[config.mk]
export PLATFORM = sky130hd
export DESIGN_NAME = mib3_rsp_queue
export DESIGN_NICKNAME = d
export VERILOG_FILES = /design/src/hdl/mib3_pkg.sv /design/src/hdl/mib3_rsp_queue.sv
export SDC_FILE = /design/constraint.sdc
export NUM_CORES = 1
export LEC_CHECK = 0
export BUFFER_PORTS_ARGS = -buffer_cell sky130_fd_sc_hd__buf_2
export CAP_MARGIN = 40
export CORE_ASPECT_RATIO = 1.25
export CORE_UTILIZATION = 50
export CTS_BUF_LIST = sky130_fd_sc_hd__clkbuf_8
export CTS_CLUSTER_DIAMETER = 80
export DETAILED_ROUTE_END_ITERATION = 10
export PLACE_DENSITY = 0.79
export SYNTH_ARGS = -nofsm -noshare
export SYNTH_HDL_FRONTEND = slang
export SYNTH_SLANG_ARGS = --single-unit
[constraint.sdc]
create_clock -name clock -period 2.2 [get_ports clock]
set_clock_uncertainty 0.1 [all_clocks]
set_input_delay 0.11 -clock clock [delete_from_list [all_inputs] [get_ports clock]]
set_output_delay 0.11 -clock clock [all_outputs]
set_load 0.01 [all_outputs]
[src/hdl/mib3_pkg.sv]
// Shared types and constants for the 3x3 mask inner-boundary block.
// No dependencies; used by the top level and the result queue.
`timescale 1ns / 1ps
`default_nettype none

package mib3_pkg;

   localparam int MAX_COLS_DEFAULT = 4096;
   localparam int MAX_ROWS_DEFAULT = 4096;

   localparam int CFG_W    = 13;   // width of a size register
   localparam int OUT_W    = 12;   // width of the reported position fields
   localparam int CSR_IDX_W = 1;

   localparam int RST_COLS = 640;
   localparam int RST_ROWS = 480;

   localparam logic [CSR_IDX_W-1:0] CSR_IMAGE_COLUMNS = 1'd0;
   localparam logic [CSR_IDX_W-1:0] CSR_IMAGE_ROWS    = 1'd1;

   typedef struct packed {
      logic [OUT_W-1:0] out_row;
      logic [OUT_W-1:0] out_col;
      logic             is_boundary;
      logic             last_of_run;
   } rsp_type;

   // Up to two results enter the queue per cycle, first before second.
   typedef struct packed {
      logic [1:0] count;
      rsp_type    first;
      rsp_type    second;
   } push_type;

endpackage

`default_nettype wire

[src/hdl/mib3_rsp_queue.sv]
// Two-entry result queue that lets one item push two results in one cycle.
// Depends on mib3_pkg for the result and push types.
`timescale 1ns / 1ps
`default_nettype none

module mib3_rsp_queue (
   input  wire logic               clock,
   input  wire logic               reset,
   input  wire mib3_pkg::push_type push,
   input  wire logic               pop,
   output      logic               head_valid,
   output      mib3_pkg::rsp_type  head,
   output      logic [1:0]         level
);

   mib3_pkg::rsp_type entry_ff [2];
   mib3_pkg::rsp_type entry_in [2];
   logic [1:0]        level_ff;
   logic [1:0]        level_in;

   // The producer only pushes what fits after this cycle's pop.
   always_comb begin
      logic [1:0] lvl;
      entry_in[0] = entry_ff[0];
      entry_in[1] = entry_ff[1];
      lvl         = level_ff;
      if (pop) begin
         entry_in[0] = entry_ff[1];
         lvl         = lvl - 2'd1;
      end
      if (push.count != 2'd0) begin
         entry_in[lvl[0]] = push.first;
      end
      if (push.count == 2'd2) begin
         entry_in[1] = push.second;
      end
      level_in = lvl + push.count;
   end

   always_ff @(posedge clock) begin
      entry_ff[0] <= entry_in[0];
      entry_ff[1] <= entry_in[1];
   end

   always_ff @(posedge clock) begin
      if (reset) begin
         level_ff <= 2'd0;
      end else begin
         level_ff <= level_in;
      end
   end

   assign head_valid = (level_ff != 2'd0);
   assign head       = entry_ff[0];
   assign level      = level_ff;

endmodule

`default_nettype wire

==> flow_summary.json <==
{
  "p_leak_nw": 1.58,
  "drv_cap": 0,
  "drtPass1Iterations": 4,
  "yosys-top-cells-area": "edfxtp_1 29%, dfxtp_1 21%, mux2_2 14%",
  "ys_seq_elements": 54,
  "layout_common_cells": "85 x buf_2, 50 x dlygate4sd3_1, 32 x mux2_2",
  "power.density_nw_per_um2": 802,
  "worst-path-max-fanout": 26,
  "crit-reg2reg-launch": "level[0]",
  "vias": 1840,
  "multi_input_area_um2": 1010,
  "startpoint_type": "flop",
  "reg2reg_depth": 3,
  "cp.required_ns": 2.05,
  "tightest_slew_ns": 0.653,
  "clock_latency_ns": 0.31,
  "gp_congestion": 0.702,
  "totalWireLength_um": 5740,
  "dieArea_um2": 5600,
  "r2r_end": "entry_ff[0][32]",
  "regToRegSetupSlack_ns": 0.37,
  "startpoint": "level[0]",
  "grt_start_max_net_pins": 29,
  "die_h_um": 83.5,
  "gr-total-overflow": 0,
  "yosysWarnings": 0,
  "grt_pass1_wl_um": 8980,
  "worst_ir_drop_vdd_mv": 0.418,
  "final_util_pct": 69.2,
  "layout_commonest_cell": "buf_2",
  "grt_antenna_before_repair": 0,
  "dp_cells": 302,
  "grt_setup_unrepaired": "no",
  "maxSlewHeadroom_pct": 56.4,
  "grt_pass1_vias": 1953,
  "num_rows": 29,
  "cts_max_path_buffers": 2,
  "yosysSeqAreaShare_pct": 50.5,
  "chipWidth_um": 67.2,
  "setup_tns_ns": 0,
  "postRouteAntennaNets": 0,
  "antenna_cells": 0,
  "core_area_um2": 5080,
  "avgSynthCellArea_um2": 14.2,
  "cts_buffers": 5,
  "cts_root_buf": "clkbuf_8",
  "first_iter_violations": 117,
  "synth.top_cell.area_share_pct": 29.4,
  "crit_end": "entry_ff[0][32]",
  "end_kind": "flop",
  "min_period_ns": 1.83,
  "htreeDepth": 2,
  "post_drt_wl_per_cell_um": 15.9,
  "drive_gt1_share_pct": 51.7,
  "grt_use_total_pct": 22.1,
  "nets": 356,
  "worstSetupPathType": "flop to flop",
  "layout_setup_ws_ns": 0.371,
  "outcome": "complete, no violations",
  "finalCritPeriodShare_pct": 83.1,
  "syn2layout_area_growth_pct": 32.4,
  "yosys.area.top_type": "edfxtp_1",
  "synthCells": 187,
  "timing.fmax_mhz": 547,
  "cts.repair_timing.setup_buffer_count": 0,
  "cts_tree": "built",
  "hold_viol_final": 0,
  "dp_hpwl_um": 3240,
  "finalNonFillerCells": 360,
  "via_per_inst": 5.11,
  "clock-sinks": 54,
  "io_pins": 86,
  "dp_slack_ns": 0.364,
  "fillers": 378,
  "post-route-drc-count": 0,
  "synth_cell_types": 24,
  "final-max-slew-violation-count": 0,
  "min_path_type": "input pin to flop",
  "power_mw": 2.82,
  "setup_violations": 0,
  "arrival_ns": 1.68,
  "mappedNetlistNets": 246,
  "path_clk_slew_ns": 0.09,
  "io_buffers": 85,
  "ff_latch_area_um2": 1340,
  "syn-cell-area_um2": 2650,
  "start_util_pct": 52.2
}
## cell families (layout without fill, tap and decap cells)
logic type | count (synthesis) | in the layout | synth area share, %
AOI/OAI and AO/OA | 28 | 28 | 9.05
xor gates and xnor gates | 2 | 2 | 0.943
adders and majority gates | 2 | 2 | 0.943
buffers and inverters | 40 | 151 | 11.4
DFF | 54 | 54 | 50.5
muxes | 52 | 52 | 24.9
and+or+nand+nor | 9 | 9 | 2.22
## power by group
| part | internal [mW] | switching [mW] | leakage, nW | total [mW] |
|---|---|---|---|---|
| Combinational | 0.480 | 0.342 | 1.03 | 0.822 |
| Sequential | 1.26 | 0.0802 | 0.497 | 1.34 |
| Clock | 0.335 | 0.321 | 0.0579 | 0.656 |
## cells in the mapped netlist
| cell | number |
|---|---|
| a21o_1 | 1 |
| a21oi_1 | 1 |
| a22o_1 | 26 |
| and2_1 | 1 |
| buf_1 | 1 |
| buf_4 | 28 |
| buf_6 | 5 |
| clkbuf_1 | 2 |
| clkbuf_8 | 1 |
| dfxtp_1 | 28 |
| edfxtp_1 | 26 |
| ha_1 | 2 |
| inv_1 | 3 |
| mux2_2 | 32 |
| mux2_4 | 20 |
| nand2b_1 | 1 |
| nand3_1 | 1 |
| nor2_1 | 1 |
| nor2_4 | 1 |
| nor2b_1 | 2 |
| or2_2 | 1 |
| or2b_1 | 1 |
| xor2_1 | 1 |
| xor2_2 | 1 |
## flip-flops by register name, summed over array words and instances, names as in the netlist
name,count
entry_ff,52
level,2
## cell type report
| cell class | count | share of cell area (%) |
|---|---|---|
| clock buffers | 5 | 1.96 |
| clock inverters | 3 | 1.14 |
| inverters | 3 | 0.320 |
| multi-input cells | 93 | 28.8 |
| flip-flops and latches | 54 | 38.2 |
| well taps | 62 | 2.21 |
| repair buffers | 140 | 27.4 |
## critical path: stages, from the launching register on
cell and delay [ns]:
dfxtp_1 0.40, xor2_2 0.24, and2_1 0.18, or2_2 0.54
## layer usage
metal	GRT usage [%]	vias up	routed length (um)
met2	39.6	78	3110
li1	-	879	-
met3	3.69	17	245
met4	12.4	0	196
met5	0	-	0
met1	23.3	866	2190
## timing repair
item	4_1_cts	5_1_grt
endpoints found under the hold margin	50	1
resized for setup	0	0
hold buffers	49	1
## metrics by stage
| stage | cell area [um2] | hold WS [ns] |
|---|---|---|
| final | 3510 | 0.00960 |
| after global routing | 3510 | 0.0242 |
| after CTS | 3500 | 0.00656 |
| after detailed placement | 2910 | 0.195 |
| after global placement | 2910 | 0.192 |
| after floorplan | 2650 | 0.0791 |
## how the worst min path moves through the flow
stage	endpoint	start	cells after the start
after floorplan	level[1]	reset	1
after global placement	level[1]	reset	2
after detailed placement	level[1]	reset	2
after CTS	entry_ff[0][26]	push[0]	2
after global routing	entry_ff[0][32]	push[6]	2
final	entry_ff[0][46]	push[20]	2
(Power assumes the default switching activity.)
